`src/rtl/core/trq_pkg.sv`:
```
`default_nettype none

package trq_pkg;

  // Fixed payload widths of the two channels
  localparam int unsigned OP_W     = 3;
  localparam int unsigned TID_W    = 8;
  localparam int unsigned STATUS_W = 2;
  localparam int unsigned OCC_W    = 5;

  typedef enum logic [OP_W-1:0] {
    OP_ENQUEUE = 3'd0,
    OP_DEQUEUE = 3'd1,
    OP_REMOVE  = 3'd2,
    OP_PEEK    = 3'd3,
    OP_CLEAR   = 3'd4
  } trq_op_e;

  typedef enum logic [STATUS_W-1:0] {
    ST_OK        = 2'd0,
    ST_EMPTY     = 2'd1,
    ST_FULL      = 2'd2,
    ST_NOT_FOUND = 2'd3
  } trq_status_e;

  typedef enum logic [1:0] {
    S_IDLE,
    S_EXEC,
    S_WALK,
    S_DONE
  } trq_state_e;

  // Controller to datapath
  typedef struct packed {
    logic start;      // latch request, snapshot empty/full
    logic push;       // append id at tail
    logic clear;      // drop all entries
    logic walk_init;  // rewind the walk pointers
    logic walk;       // one step of the scan/compact pass
    logic emit;       // load the result register
  } trq_cmd_t;

  // Datapath to controller
  typedef struct packed {
    trq_op_e op;
    logic    empty;
    logic    full;
    logic    walk_done;
  } trq_sts_t;

endpackage

`default_nettype wire

```
`src/rtl/core/trq_in_if.sv`:
```
`default_nettype none

interface trq_in_if;
  logic                       valid;
  logic                       ready;
  logic [trq_pkg::OP_W-1:0]   opcode;
  logic [trq_pkg::TID_W-1:0]  thread_id;

  modport source (output valid, output opcode, output thread_id, input ready);
  modport sink   (input valid, input opcode, input thread_id, output ready);
endinterface

`default_nettype wire

```
`src/rtl/core/trq_out_if.sv`:
```
`default_nettype none

interface trq_out_if;
  logic                          valid;
  logic                          ready;
  logic [trq_pkg::TID_W-1:0]     out_thread_id;
  logic [trq_pkg::STATUS_W-1:0]  status;
  logic [trq_pkg::OCC_W-1:0]     occupancy;

  modport source (output valid, output out_thread_id, output status, output occupancy,
                  input ready);
  modport sink   (input valid, input out_thread_id, input status, input occupancy,
                  output ready);
endinterface

`default_nettype wire

```
`src/rtl/core/trq_ctrl.sv`:
```
`default_nettype none

module trq_ctrl (
  input  wire logic              clk_i,
  input  wire logic              rst_ni,
  input  wire logic              in_valid_i,
  output logic                   in_ready_o,
  output logic                   out_valid_o,
  input  wire logic              out_ready_i,
  input  wire trq_pkg::trq_sts_t sts_i,
  output trq_pkg::trq_cmd_t      cmd_o
);

  trq_pkg::trq_state_e state_q, state_d;
  logic                out_valid_q, out_valid_d;

  // State and result-valid registers
  always_ff @(posedge clk_i or negedge rst_ni) begin
    if (!rst_ni) begin
      state_q     <= trq_pkg::S_IDLE;
      out_valid_q <= 1'b0;
    end else begin
      state_q     <= state_d;
      out_valid_q <= out_valid_d;
    end
  end

  // Next state and commands
  always_comb begin
    state_d    = state_q;
    cmd_o      = '0;
    in_ready_o = 1'b0;
    case (state_q)
      trq_pkg::S_IDLE: begin
        in_ready_o = 1'b1;
        if (in_valid_i) begin
          cmd_o.start = 1'b1;
          state_d     = trq_pkg::S_EXEC;
        end
      end
      trq_pkg::S_EXEC: begin
        state_d = trq_pkg::S_DONE;
        case (sts_i.op)
          trq_pkg::OP_ENQUEUE: begin
            cmd_o.push = !sts_i.full;
          end
          trq_pkg::OP_DEQUEUE, trq_pkg::OP_REMOVE, trq_pkg::OP_PEEK: begin
            if (!sts_i.empty) begin
              cmd_o.walk_init = 1'b1;
              state_d         = trq_pkg::S_WALK;
            end
          end
          trq_pkg::OP_CLEAR: begin
            cmd_o.clear = 1'b1;
          end
          default: begin
          end
        endcase
      end
      trq_pkg::S_WALK: begin
        cmd_o.walk = 1'b1;
        if (sts_i.walk_done) begin
          state_d = trq_pkg::S_DONE;
        end
      end
      trq_pkg::S_DONE: begin
        // wait for the result register to drain
        if (!out_valid_q || out_ready_i) begin
          cmd_o.emit = 1'b1;
          state_d    = trq_pkg::S_IDLE;
        end
      end
      default: begin
        state_d = trq_pkg::S_IDLE;
      end
    endcase
  end

  // Result beat valid
  always_comb begin
    out_valid_d = out_valid_q;
    if (cmd_o.emit) begin
      out_valid_d = 1'b1;
    end else if (out_ready_i) begin
      out_valid_d = 1'b0;
    end
  end

  assign out_valid_o = out_valid_q;

  // a pending beat is never overwritten before it is taken
  assert property (@(posedge clk_i) disable iff (!rst_ni)
    cmd_o.emit |-> (!out_valid_q || out_ready_i))
    else $error("result overwritten while pending");

  assert property (@(posedge clk_i) disable iff (!rst_ni)
    cmd_o.emit |=> (out_valid_o && state_q == trq_pkg::S_IDLE))
    else $error("emit did not raise result valid");

  // an accepted beat always starts execution
  assert property (@(posedge clk_i) disable iff (!rst_ni)
    (in_valid_i && in_ready_o) |=> (state_q == trq_pkg::S_EXEC))
    else $error("accepted beat not executed");

endmodule

`default_nettype wire

```
`src/rtl/core/trq_dp.sv`:
```
`default_nettype none

module trq_dp #(
  parameter int unsigned QUEUE_DEPTH = 16,
  parameter int unsigned ID_BITS     = 8
) (
  input  wire logic                          clk_i,
  input  wire logic                          rst_ni,
  input  wire logic [trq_pkg::OP_W-1:0]      opcode_i,
  input  wire logic [trq_pkg::TID_W-1:0]     thread_id_i,
  input  wire trq_pkg::trq_cmd_t             cmd_i,
  output trq_pkg::trq_sts_t                  sts_o,
  output logic [trq_pkg::TID_W-1:0]          out_thread_id_o,
  output logic [trq_pkg::STATUS_W-1:0]       status_o,
  output logic [trq_pkg::OCC_W-1:0]          occupancy_o
);

  localparam int unsigned IW = (QUEUE_DEPTH > 1) ? $clog2(QUEUE_DEPTH) : 1;
  localparam int unsigned CW = $clog2(QUEUE_DEPTH + 1);
  localparam logic [CW-1:0] DEPTH_C = CW'(QUEUE_DEPTH);

  // Entry store, head at position 0
  logic [ID_BITS-1:0] mem [QUEUE_DEPTH];

  logic [CW-1:0]      count_q, count_d;
  trq_pkg::trq_op_e   op_q;
  logic [ID_BITS-1:0] id_q;
  logic               empty_q, full_q;
  logic               found_q, found_d;
  logic [ID_BITS-1:0] res_id_q;
  logic [CW-1:0]      rd_ptr_q, rd_ptr_d;
  logic               dv_q, dv_d;
  logic [IW-1:0]      didx_q, didx_d;
  logic [ID_BITS-1:0] rdata_q;

  logic               mem_we;
  logic [IW-1:0]      mem_waddr;
  logic [ID_BITS-1:0] mem_wdata;
  logic               head_mode, drop_mode, hit, walk_done;
  trq_pkg::trq_status_e status_c;

  assign head_mode = (op_q == trq_pkg::OP_DEQUEUE) || (op_q == trq_pkg::OP_PEEK);
  assign drop_mode = (op_q == trq_pkg::OP_DEQUEUE) || (op_q == trq_pkg::OP_REMOVE);

  // Element under test: head position or an id match, first one only
  assign hit = dv_q && !found_q && (head_mode ? (didx_q == '0) : (rdata_q == id_q));

  assign walk_done = (rd_ptr_q == count_q && !dv_q) ||
                     (found_q && op_q == trq_pkg::OP_PEEK);

  // Walk: issue one read a cycle, test or shift down what came back
  always_comb begin
    rd_ptr_d = rd_ptr_q;
    dv_d     = dv_q;
    didx_d   = didx_q;
    found_d  = found_q;
    if (cmd_i.start) begin
      found_d = 1'b0;
    end
    if (cmd_i.walk_init) begin
      rd_ptr_d = '0;
      dv_d     = 1'b0;
    end else if (cmd_i.walk) begin
      if (hit) begin
        found_d = 1'b1;
      end
      if (rd_ptr_q < count_q) begin
        dv_d     = 1'b1;
        didx_d   = rd_ptr_q[IW-1:0];
        rd_ptr_d = rd_ptr_q + 1'b1;
      end else begin
        dv_d = 1'b0;
      end
    end
  end

  // Single write port: tail append or compaction
  always_comb begin
    mem_we    = 1'b0;
    mem_waddr = count_q[IW-1:0];
    mem_wdata = id_q;
    if (cmd_i.push) begin
      mem_we = 1'b1;
    end else if (cmd_i.walk && dv_q && found_q && drop_mode) begin
      mem_we    = 1'b1;
      mem_waddr = didx_q - 1'b1;
      mem_wdata = rdata_q;
    end
  end

  // Occupancy
  always_comb begin
    count_d = count_q;
    if (cmd_i.clear) begin
      count_d = '0;
    end else if (cmd_i.push) begin
      count_d = count_q + 1'b1;
    end else if (cmd_i.walk && walk_done && found_q && drop_mode) begin
      count_d = count_q - 1'b1;
    end
  end

  // Result status
  always_comb begin
    status_c = trq_pkg::ST_OK;
    case (op_q)
      trq_pkg::OP_ENQUEUE: begin
        if (full_q) status_c = trq_pkg::ST_FULL;
      end
      trq_pkg::OP_DEQUEUE, trq_pkg::OP_PEEK: begin
        if (empty_q) status_c = trq_pkg::ST_EMPTY;
      end
      trq_pkg::OP_REMOVE: begin
        if (empty_q) begin
          status_c = trq_pkg::ST_EMPTY;
        end else if (!found_q) begin
          status_c = trq_pkg::ST_NOT_FOUND;
        end
      end
      default: begin
        status_c = trq_pkg::ST_OK;
      end
    endcase
  end

  // Control registers
  always_ff @(posedge clk_i or negedge rst_ni) begin
    if (!rst_ni) begin
      count_q  <= '0;
      found_q  <= 1'b0;
      dv_q     <= 1'b0;
      rd_ptr_q <= '0;
    end else begin
      count_q  <= count_d;
      found_q  <= found_d;
      dv_q     <= dv_d;
      rd_ptr_q <= rd_ptr_d;
    end
  end

  // Payload registers
  always_ff @(posedge clk_i) begin
    didx_q <= didx_d;
    if (cmd_i.start) begin
      op_q    <= trq_pkg::trq_op_e'(opcode_i);
      id_q    <= ID_BITS'(thread_id_i);
      empty_q <= (count_q == '0);
      full_q  <= (count_q == DEPTH_C);
    end
    if (cmd_i.walk && hit) begin
      res_id_q <= rdata_q;
    end
    if (cmd_i.emit) begin
      out_thread_id_o <= found_q ? trq_pkg::TID_W'(res_id_q) : '0;
      status_o        <= status_c;
      occupancy_o     <= trq_pkg::OCC_W'(count_q);
    end
  end

  // Memory, registered read
  always_ff @(posedge clk_i) begin
    if (mem_we) begin
      mem[mem_waddr] <= mem_wdata;
    end
    rdata_q <= mem[rd_ptr_q[IW-1:0]];
  end

  assign sts_o.op        = op_q;
  assign sts_o.empty     = empty_q;
  assign sts_o.full      = full_q;
  assign sts_o.walk_done = walk_done;

  assert property (@(posedge clk_i) disable iff (!rst_ni)
    count_q <= DEPTH_C)
    else $error("occupancy beyond depth");

  // compaction writes only follow the removed element
  assert property (@(posedge clk_i) disable iff (!rst_ni)
    (mem_we && cmd_i.walk) |-> (found_q && drop_mode && didx_q != '0))
    else $error("shift write before a match");

  assert property (@(posedge clk_i) disable iff (!rst_ni)
    cmd_i.push |=> (count_q != '0 && $past(count_q) != DEPTH_C))
    else $error("push on a full queue");

endmodule

`default_nettype wire

```
`src/rtl/core/thread_ready_queue_top.sv`:
```
// Sequence: enqueue, clear, unused opcodes and any op on an empty queue go from S_EXEC to
//   S_DONE; dequeue, remove and peek pass through S_WALK in between, scanning the held entries.
// A new item is accepted only in S_IDLE, once the previous result is loaded for output.
// The scan/compact pass reads and rewrites the entry memory one position per cycle.
// The next item is taken while a result still waits; reset (async, active low) empties the queue.
`default_nettype none

module thread_ready_queue_top #(
  parameter int unsigned QUEUE_DEPTH = 16,
  parameter int unsigned ID_BITS     = 8
) (
  input  wire logic   clk_i,
  input  wire logic   rst_ni,
  trq_in_if.sink      req_i,
  trq_out_if.source   rsp_o
);

  trq_pkg::trq_cmd_t cmd;
  trq_pkg::trq_sts_t sts;

  // Sequencer
  trq_ctrl u_ctrl (
    .clk_i       (clk_i),
    .rst_ni      (rst_ni),
    .in_valid_i  (req_i.valid),
    .in_ready_o  (req_i.ready),
    .out_valid_o (rsp_o.valid),
    .out_ready_i (rsp_o.ready),
    .sts_i       (sts),
    .cmd_o       (cmd)
  );

  // Entry store and result datapath
  trq_dp #(
    .QUEUE_DEPTH (QUEUE_DEPTH),
    .ID_BITS     (ID_BITS)
  ) u_dp (
    .clk_i           (clk_i),
    .rst_ni          (rst_ni),
    .opcode_i        (req_i.opcode),
    .thread_id_i     (req_i.thread_id),
    .cmd_i           (cmd),
    .sts_o           (sts),
    .out_thread_id_o (rsp_o.out_thread_id),
    .status_o        (rsp_o.status),
    .occupancy_o     (rsp_o.occupancy)
  );

endmodule

`default_nettype wire
```
`src/flat_wrapper.sv`:
```
// flat-port wrapper written by rule: the top's interface ports become plain ports
module thread_ready_queue_top_flat 
#(
  parameter int unsigned QUEUE_DEPTH = 16,
  parameter int unsigned ID_BITS     = 8
)
  (clk_i, rst_ni, req_i_valid, req_i_opcode, req_i_thread_id, req_i_ready, rsp_o_valid, rsp_o_out_thread_id, rsp_o_status, rsp_o_occupancy, rsp_o_ready);
  trq_in_if req_i_i ();
  trq_out_if rsp_o_i ();
  input  wire logic clk_i;
  input  wire logic rst_ni;
  input wire logic [$bits(req_i_i.valid)-1:0] req_i_valid;
  input wire logic [$bits(req_i_i.opcode)-1:0] req_i_opcode;
  input wire logic [$bits(req_i_i.thread_id)-1:0] req_i_thread_id;
  output wire logic [$bits(req_i_i.ready)-1:0] req_i_ready;
  output wire logic [$bits(rsp_o_i.valid)-1:0] rsp_o_valid;
  output wire logic [$bits(rsp_o_i.out_thread_id)-1:0] rsp_o_out_thread_id;
  output wire logic [$bits(rsp_o_i.status)-1:0] rsp_o_status;
  output wire logic [$bits(rsp_o_i.occupancy)-1:0] rsp_o_occupancy;
  input wire logic [$bits(rsp_o_i.ready)-1:0] rsp_o_ready;
  assign req_i_i.valid = req_i_valid;
  assign req_i_i.opcode = req_i_opcode;
  assign req_i_i.thread_id = req_i_thread_id;
  assign req_i_ready = req_i_i.ready;
  assign rsp_o_valid = rsp_o_i.valid;
  assign rsp_o_out_thread_id = rsp_o_i.out_thread_id;
  assign rsp_o_status = rsp_o_i.status;
  assign rsp_o_occupancy = rsp_o_i.occupancy;
  assign rsp_o_i.ready = rsp_o_ready;
  thread_ready_queue_top #(.QUEUE_DEPTH(QUEUE_DEPTH), .ID_BITS(ID_BITS)) u_core (.clk_i(clk_i), .rst_ni(rst_ni), .req_i(req_i_i), .rsp_o(rsp_o_i));
endmodule
```
`config.mk`:
```
export PLATFORM = sky130hd
export DESIGN_NAME = thread_ready_queue_top_flat
export DESIGN_NICKNAME = d
export VERILOG_FILES = /design/src/rtl/core/trq_pkg.sv /design/src/rtl/core/trq_in_if.sv /design/src/rtl/core/trq_out_if.sv /design/src/rtl/core/trq_ctrl.sv /design/src/rtl/core/trq_dp.sv /design/src/rtl/core/thread_ready_queue_top.sv /design/src/flat_wrapper.sv
export SDC_FILE = /design/constraint.sdc
export NUM_CORES = 1
export LEC_CHECK = 0
export BUFFER_PORTS_ARGS = -buffer_cell sky130_fd_sc_hd__buf_4
export CORE_AREA = 2 2 84 167
export DETAILED_ROUTE_END_ITERATION = 7
export DIE_AREA = 0 0 86 169
export GPL_TIMING_DRIVEN = 0
export HOLD_SLACK_MARGIN = 0.1
export PLACE_DENSITY_LB_ADDON = 0.05
export SYNTH_ARGS = -nofsm -noshare
export SYNTH_HDL_FRONTEND = slang
export SYNTH_SLANG_ARGS = --single-unit
export TNS_END_PERCENT = 5
```
`constraint.sdc`:
```
create_clock -name clk_i -period 2.8 [get_ports clk_i]
set_input_delay 0.28 -clock clk_i [delete_from_list [all_inputs] [get_ports clk_i]]
set_output_delay 0.28 -clock clk_i [all_outputs]
set_load 0.1 [all_outputs]
```
# Yosys cells after proc, flatten, opt, wreduce, memory -nomap -nowiden
# Memories as Yosys holds them, arrays and structs flattened. A register that Yosys moved wholly into a read port is not among the register bits.
# Cells that the tools add are included.
[totals]
reg_bits = 55
latchBits = 0
mem_bits_rw = 128
rom_bits = 0
out_inout_bits = 17
n_memories = 1
[classes]
add_sub_neg = 4
multipliers = 0
div_mod_pow = 0
n_lt_le_gt_ge = 1
n_eq_ne = 13
shifts = 0
n_mux = 46
bitwise_logic = 1
n_reduce_logical = 32
[mem_list]
columns = ["memory", "depth", "word_bits", "rd", "rd_clocked_by_memory_dff", "wr", "line", "text"]
rows = [
  ["u_core.u_dp.mem", 16, 8, 1, 1, 1, "trq_dp.sv:23", "logic [ID_BITS-1:0] mem [QUEUE_DEPTH];"],
]
[ops]
columns = ["operator", "n"]
rows = [
  ["$mux W5", 6],
  ["$mux W1", 27],
  ["$mux W8", 2],
  ["$mux W2", 6],
  ["$logic_and A1 B1 Y1", 11],
  ["$add A5 B1 Y5 const B", 2],
  ["$eq A8 B8 Y1", 1],
  ["$mux W4", 2],
  ["$pmux W2 S4", 1],
  ["$eq A3 B2 Y1 const B", 2],
  ["$ne A2 B2 Y1 const B", 3],
  ["$pmux W2 S3", 1],
  ["$reduce_and A3 Y1", 2],
  ["$reduce_bool A2 Y1", 3],
  ["$eq A5 B5 Y1", 1],
  ["$eq A5 B5 Y1 const B", 1],
  ["$logic_not A5 Y1", 1],
  ["$lt A5 B5 Y1", 1],
  ["$sub A5 B1 Y5 const B", 1],
  ["$eq A2 B2 Y1 const B", 2],
  ["$logic_not A1 Y1", 4],
  ["$logic_not A4 Y1", 1],
  ["$logic_or A1 B1 Y1", 4],
  ["$sub A4 B1 Y4 const B", 1],
  ["11 further kinds", 11],
]

# Longest topological paths before layout
[logic_depth]
depth_word = 9
mapped_depth = 10
ltp_nobuf = 10

# Hierarchy
# A second synthesis with hierarchy kept.
[hier_totals]
hier_cells = 478
area_unflattened_um2 = 8060.2
[modules_own_cells]
columns = ["module", "instances", "cells_each", "area_each_um2", "seq_area_each_um2"]
rows = [
  ["trq_dp", 1, 449, 7786.2, 5505.3],
  ["trq_ctrl", 1, 29, 274.0, 75.1],
]

# Least setup slack after synthesis
# OpenSTA, ideal clock, no wires.
[synth_timing]
kind = "flip-flop to flip-flop"
start = "register u_core.u_ctrl.state_q[1]"
end = "register u_core.u_dp.count_q[4]"
setup_time_ns = 0.128
arrival_time_ns = 2.445
required_ns = 2.672
slack_ns = 0.227
stages_incl_launch_ff = 11
synth_period_minus_slack_ns = 2.573
cell_sequence = "dfrtp_1 > inv_1 > ha_1 > nor3b_1 > and2_1 > inv_1 > fa_1 > a21o_1 > a211oi_1 > a41oi_1 > nor3b_1"
[synth_via]
elab_chain_len = 6
elab_cells_between_ends = 10
cone_classes = "2 x eq/ne; 4 x mux; 4 x reduce/logical"
[synth_lines]
columns = ["element", "line", "text"]
rows = [
  ["start: declaration", "trq_ctrl.sv:14", "trq_pkg::trq_state_e state_q, state_d;"],
  ["start signal: assignment", "trq_ctrl.sv:20", "state_q <= trq_pkg::S_IDLE;"],
  ["start signal: assignment", "trq_ctrl.sv:23", "state_q <= state_d;"],
  ["$eq A2 B2 Y1", "trq_ctrl.sv:33", "case (state_q)"],
  ["$mux W1", "trq_ctrl.sv:33", ""],
  ["$logic_and A1 B1 Y1 (3 in series)", "trq_dp.sv:98", "end else if (cmd_i.walk && walk_done && found_q && drop_mode) begin"],
  ["$reduce_bool A3 Y1 (no line)", "n/a", ""],
  ["end signal: assignment", "trq_dp.sv:134", "count_q <= count_d;"],
  ["end: declaration", "trq_dp.sv:25", "logic [CW-1:0] count_q, count_d;"],
]
# Parallel ways exist; a longest one is shown, timed or not.
# A chain may end at the register's enable or synchronous reset.

# Worst setup path after layout
[layout_timing]
start = "register u_core.u_ctrl.state_q[0]"
end = "memory u_core.u_dp.mem[9][7], enable pin"
[layout_via]
elab_chain_len = 9
elab_cells_between_ends = 13
cone_classes = "2 x eq/ne; 8 x mux; 3 x reduce/logical"
[layout_lines]
columns = ["element", "line", "text"]
rows = [
  ["$eq A2 B2 Y1", "trq_ctrl.sv:33", ""],
  ["$mux W1", "trq_ctrl.sv:33", ""],
  ["$logic_and A1 B1 Y1 (3 in series)", "trq_dp.sv:84", "end else if (cmd_i.walk && dv_q && found_q && drop_mode) begin"],
  ["$mux W1", "trq_dp.sv:84", ""],
  ["$mux W1", "trq_dp.sv:82", "if (cmd_i.push) begin"],
  ["$mux W1", "trq_dp.sv:162", "if (mem_we) begin"],
  ["$mux W1 (not written as such)", "trq_dp.sv:163", "mem[mem_waddr] <= mem_wdata;"],
  ["end: declaration", "trq_dp.sv:23", ""],
]
# Parallel ways exist; a longest one is shown, timed or not.

==> metrics.cfg <==
[clock_tree]
cts_sinks = 191
cts.reportedPaths.clkPinSlew_ns = 0.07
cts_tree = done
cts_buffers = 17
cts-root-buf = clkbuf_16
clockBufferDepth = 2
insertion_delay_ns = 0.43
h-tree-depth = 4

[worst_setup_path]
worst-r2r-setup-slack_ns = 0.02
critPathRequiredTime_ns = 3.00
r2r_cells = 9
startpoint_type = flip-flop
r2r_start = u_core.u_ctrl.state_q[0]
cp_max_fo = 10
cp.arrival_ns = 2.99
worstSetupPathType = flip-flop to flip-flop
worst_setup_path_end_kind = flip-flop
startpoint = u_core.u_ctrl.state_q[0]
cp-endpoint = u_core.u_dp.mem[9][7]
r2r-end = u_core.u_dp.mem[9][7]

[placed_design]
pre_cts_slack_ns = -0.365
place.gp.congestion = 0.826
portBuffers = 31
dp_cells = 652
hpwl_mm = 10.7

[timing]
finalCriticalPeriod_ns = 2.78
finalSetupTns_ns = 0
fmax_mhz = 359
skew_ns = 0.0100
whs_ns = 0.144
hold_violations = 0
final_max_slew_viol_count = 0
setup_viol = 0
setup_ws_ns = 0.0166
slew_headroom_pct = 33.8
fin_crit_sh_pct = 99.4
worstMarginPinSlew_ns = 0.985
grt_setup_unrepaired = true

[job]
maxCapViolCount = 0

[detailed_routing]
final_antenna_net_count = 0
wl_per_cell_um = 22.8
routed_wl_mm = 15.9
post-route-drc-count = 0
dr.pass1.iters = 6
viasPerCell = 6.08
first_iter_violations = 251
vias = 4251

[yosys]
yosys-top-cells-area = edfxtp_1 (63%), mux4_2 (9.1%), dfrtp_1 (4.7%)
synth_most_common_cell = edfxtp_1
syn-instance-count = 466
synthArstFlopShare_pct = 7.85
synth_flop_cell = edfxtp_1
synth_cell_types = 52
seq_area_frac_synth_pct = 70.2
synth-edff-count = 168
yosysWarnings = 0
netlist_area_um2 = 7950
synth_area_leader_cell = edfxtp_1
synth.avg_cell_area_um2 = 17.1
yosys_register_bits = 191
synth_nets = 497
synth_common_cells = edfxtp_1 (168), mux4_2 (32), nor2_1 (27)
synth.top_cell.area_share_pct = 63.5

[die]
die_x_um = 86
rows = 60
die_h_um = 169
initial_core_util_pct = 59.8
die_area_um2 = 14500
core_um2 = 13300
io_pins = 32

[grt]
first_global_vias = 4273
antenna_found_initial = 0
grt.total_usage_pct = 22.9
grt_max_degree = 20
grt_pass1_wl_mm = 23.7
globalRouteOverflowTotal = 0

[final_layout]
num_antenna_cells = 0
areaGrowthSynthToFinish_pct = 17.4
drive_gt1_share_pct = 27.4
final-instance-count-excl-fill = 699
layout.nets = 562

[pwr]
p_total_mw = 9.23
p_per_area_nw_per_um2 = 988
vdd_drop_max_mv = 0.609
leakage_nw = 3.16

[outcome]
status = completed

[min_path]
holdCritPathClass = input port to flip-flop

==> final cells by class <==
class	count	area [um2]
Timing Repair Buffer	46	400
Sequential cell	191	5580
Clock buffer	18	429
Inverter	16	60.1
Buffer	19	95.1
Clock inverter	14	149
Tap cell	155	194
Fill cell	874	3950
Multi-Input combinational cell	240	2430
==> state kept, by name (all words and copies together) (netlist names), 2 cells and up <==
name / count
u_core.u_dp.count_q: 5
u_core.u_dp.mem: 128
u_core.u_dp.didx_q: 4
u_core.u_dp.occupancy_o: 5
u_core.u_ctrl.state_q: 2
u_core.u_dp.rd_ptr_q: 5
u_core.u_dp.rdata_q: 8
u_core.u_dp.op_q: 3
u_core.u_dp.status_o: 2
u_core.u_dp.out_thread_id_o: 8
u_core.u_dp.id_q: 8
u_core.u_dp.res_id_q: 8
==> layer usage <==
layer	routed length (um)	global-route usage [%]	vias to the layer above
met3	554	4.34	25
met4	384	9.25	0
met1	6310	28.1	2158
met5	0	0	-
met2	8660	39.5	106
li1	-	-	1962
==> kinds of logic (layout without fill, tap and decap cells) <==
logic type	count (synthesis)	in the layout	share of synthesized area [%]
AO/OA/AOI/OAI	59	59	5.23
XOR/XNOR	13	13	1.53
adder cells (fa/ha/maj)	16	16	2.61
buffers and inverters	35	113	1.95
flip-flops	191	191	70.2
multiplexers	55	55	12.1
AND/OR/NAND/NOR	97	97	6.36
==> worst min-delay path by stage <==
stage	startpoint	to	slack [ns]	cells after the start
final	rsp_o_ready	u_core.u_ctrl.out_valid_o	0.14	3
after global routing	rsp_o_ready	u_core.u_ctrl.out_valid_o	0.17	3
after CTS	rsp_o_ready	u_core.u_ctrl.out_valid_o	0.13	3
after detailed placement	rst_ni	u_core.u_dp.count_q[0]	0.16	1
after global placement	rst_ni	u_core.u_dp.count_q[0]	0.16	1
after floorplan	rst_ni	u_core.u_ctrl.out_valid_o	-0.02	0
==> through the flow <==
stage | utilization, % | cell area, um2
2_1_floorplan | - | 7950
3_3_place_gp | 63.0 | 8380
3_5_place_dp | 63.0 | 8380
4_1_cts | 68.8 | 9140
5_1_grt | 70.3 | 9340
6_report | 70.3 | 9340
==> where the power goes <==
part / switching, mW / internal [mW] / leakage, nW
Clock: 1.14 / 1.19 / 0.277
Combinational: 2.05 / 1.08 / 1.10
Sequential: 0.244 / 3.53 / 1.78
==> worst max-delay path: stages, from the launching register on <==
cell and delay [ns]:
dfrtp_1 0.40, inv_1 0.14, ha_2 0.31, nand2_1 0.20
or3_1 0.40, buf_2 0.18, buf_6 0.16, a31oi_2 0.50
nor2_4 0.10, buf_12 0.16
==> cells in the final DEF (no fill, tap or decap), types with 4 or more instances in the layout <==
cell           instances
edfxtp_1             168
buf_4                 35
mux4_2                32
a21oi_1               17
clkbuf_16             17
inv_1                 16
nor2_1                15
dfrtp_1               15
nand2_1               14
ha_1                  14
mux2i_1               12
nor2_4                12
dlygate4sd3_1         12
and2_1                11
clkbuf_1              10
mux2_2                10
xor2_1                10
nor2b_1                8
a211oi_1               8
dfxtp_1                8
nand2b_1               6
nand3_1                5
buf_2                  4
nor4_1                 4
o21ai_0                4
inv_8                  4
==> repair_timing <==
| action | 4_1_cts | 5_1_grt |
|---|---|---|
| pin swaps | 0 | 3 |
| endpoints found under the setup margin | 134 | 130 |
| endpoints found under the hold margin | 26 | 0 |
| setup buffers | 0 | 3 |
| hold buffers | 12 | 0 |
| gates cloned | 0 | 0 |
| resized for setup | 20 | 29 |
(Power assumes the default switching activity.)
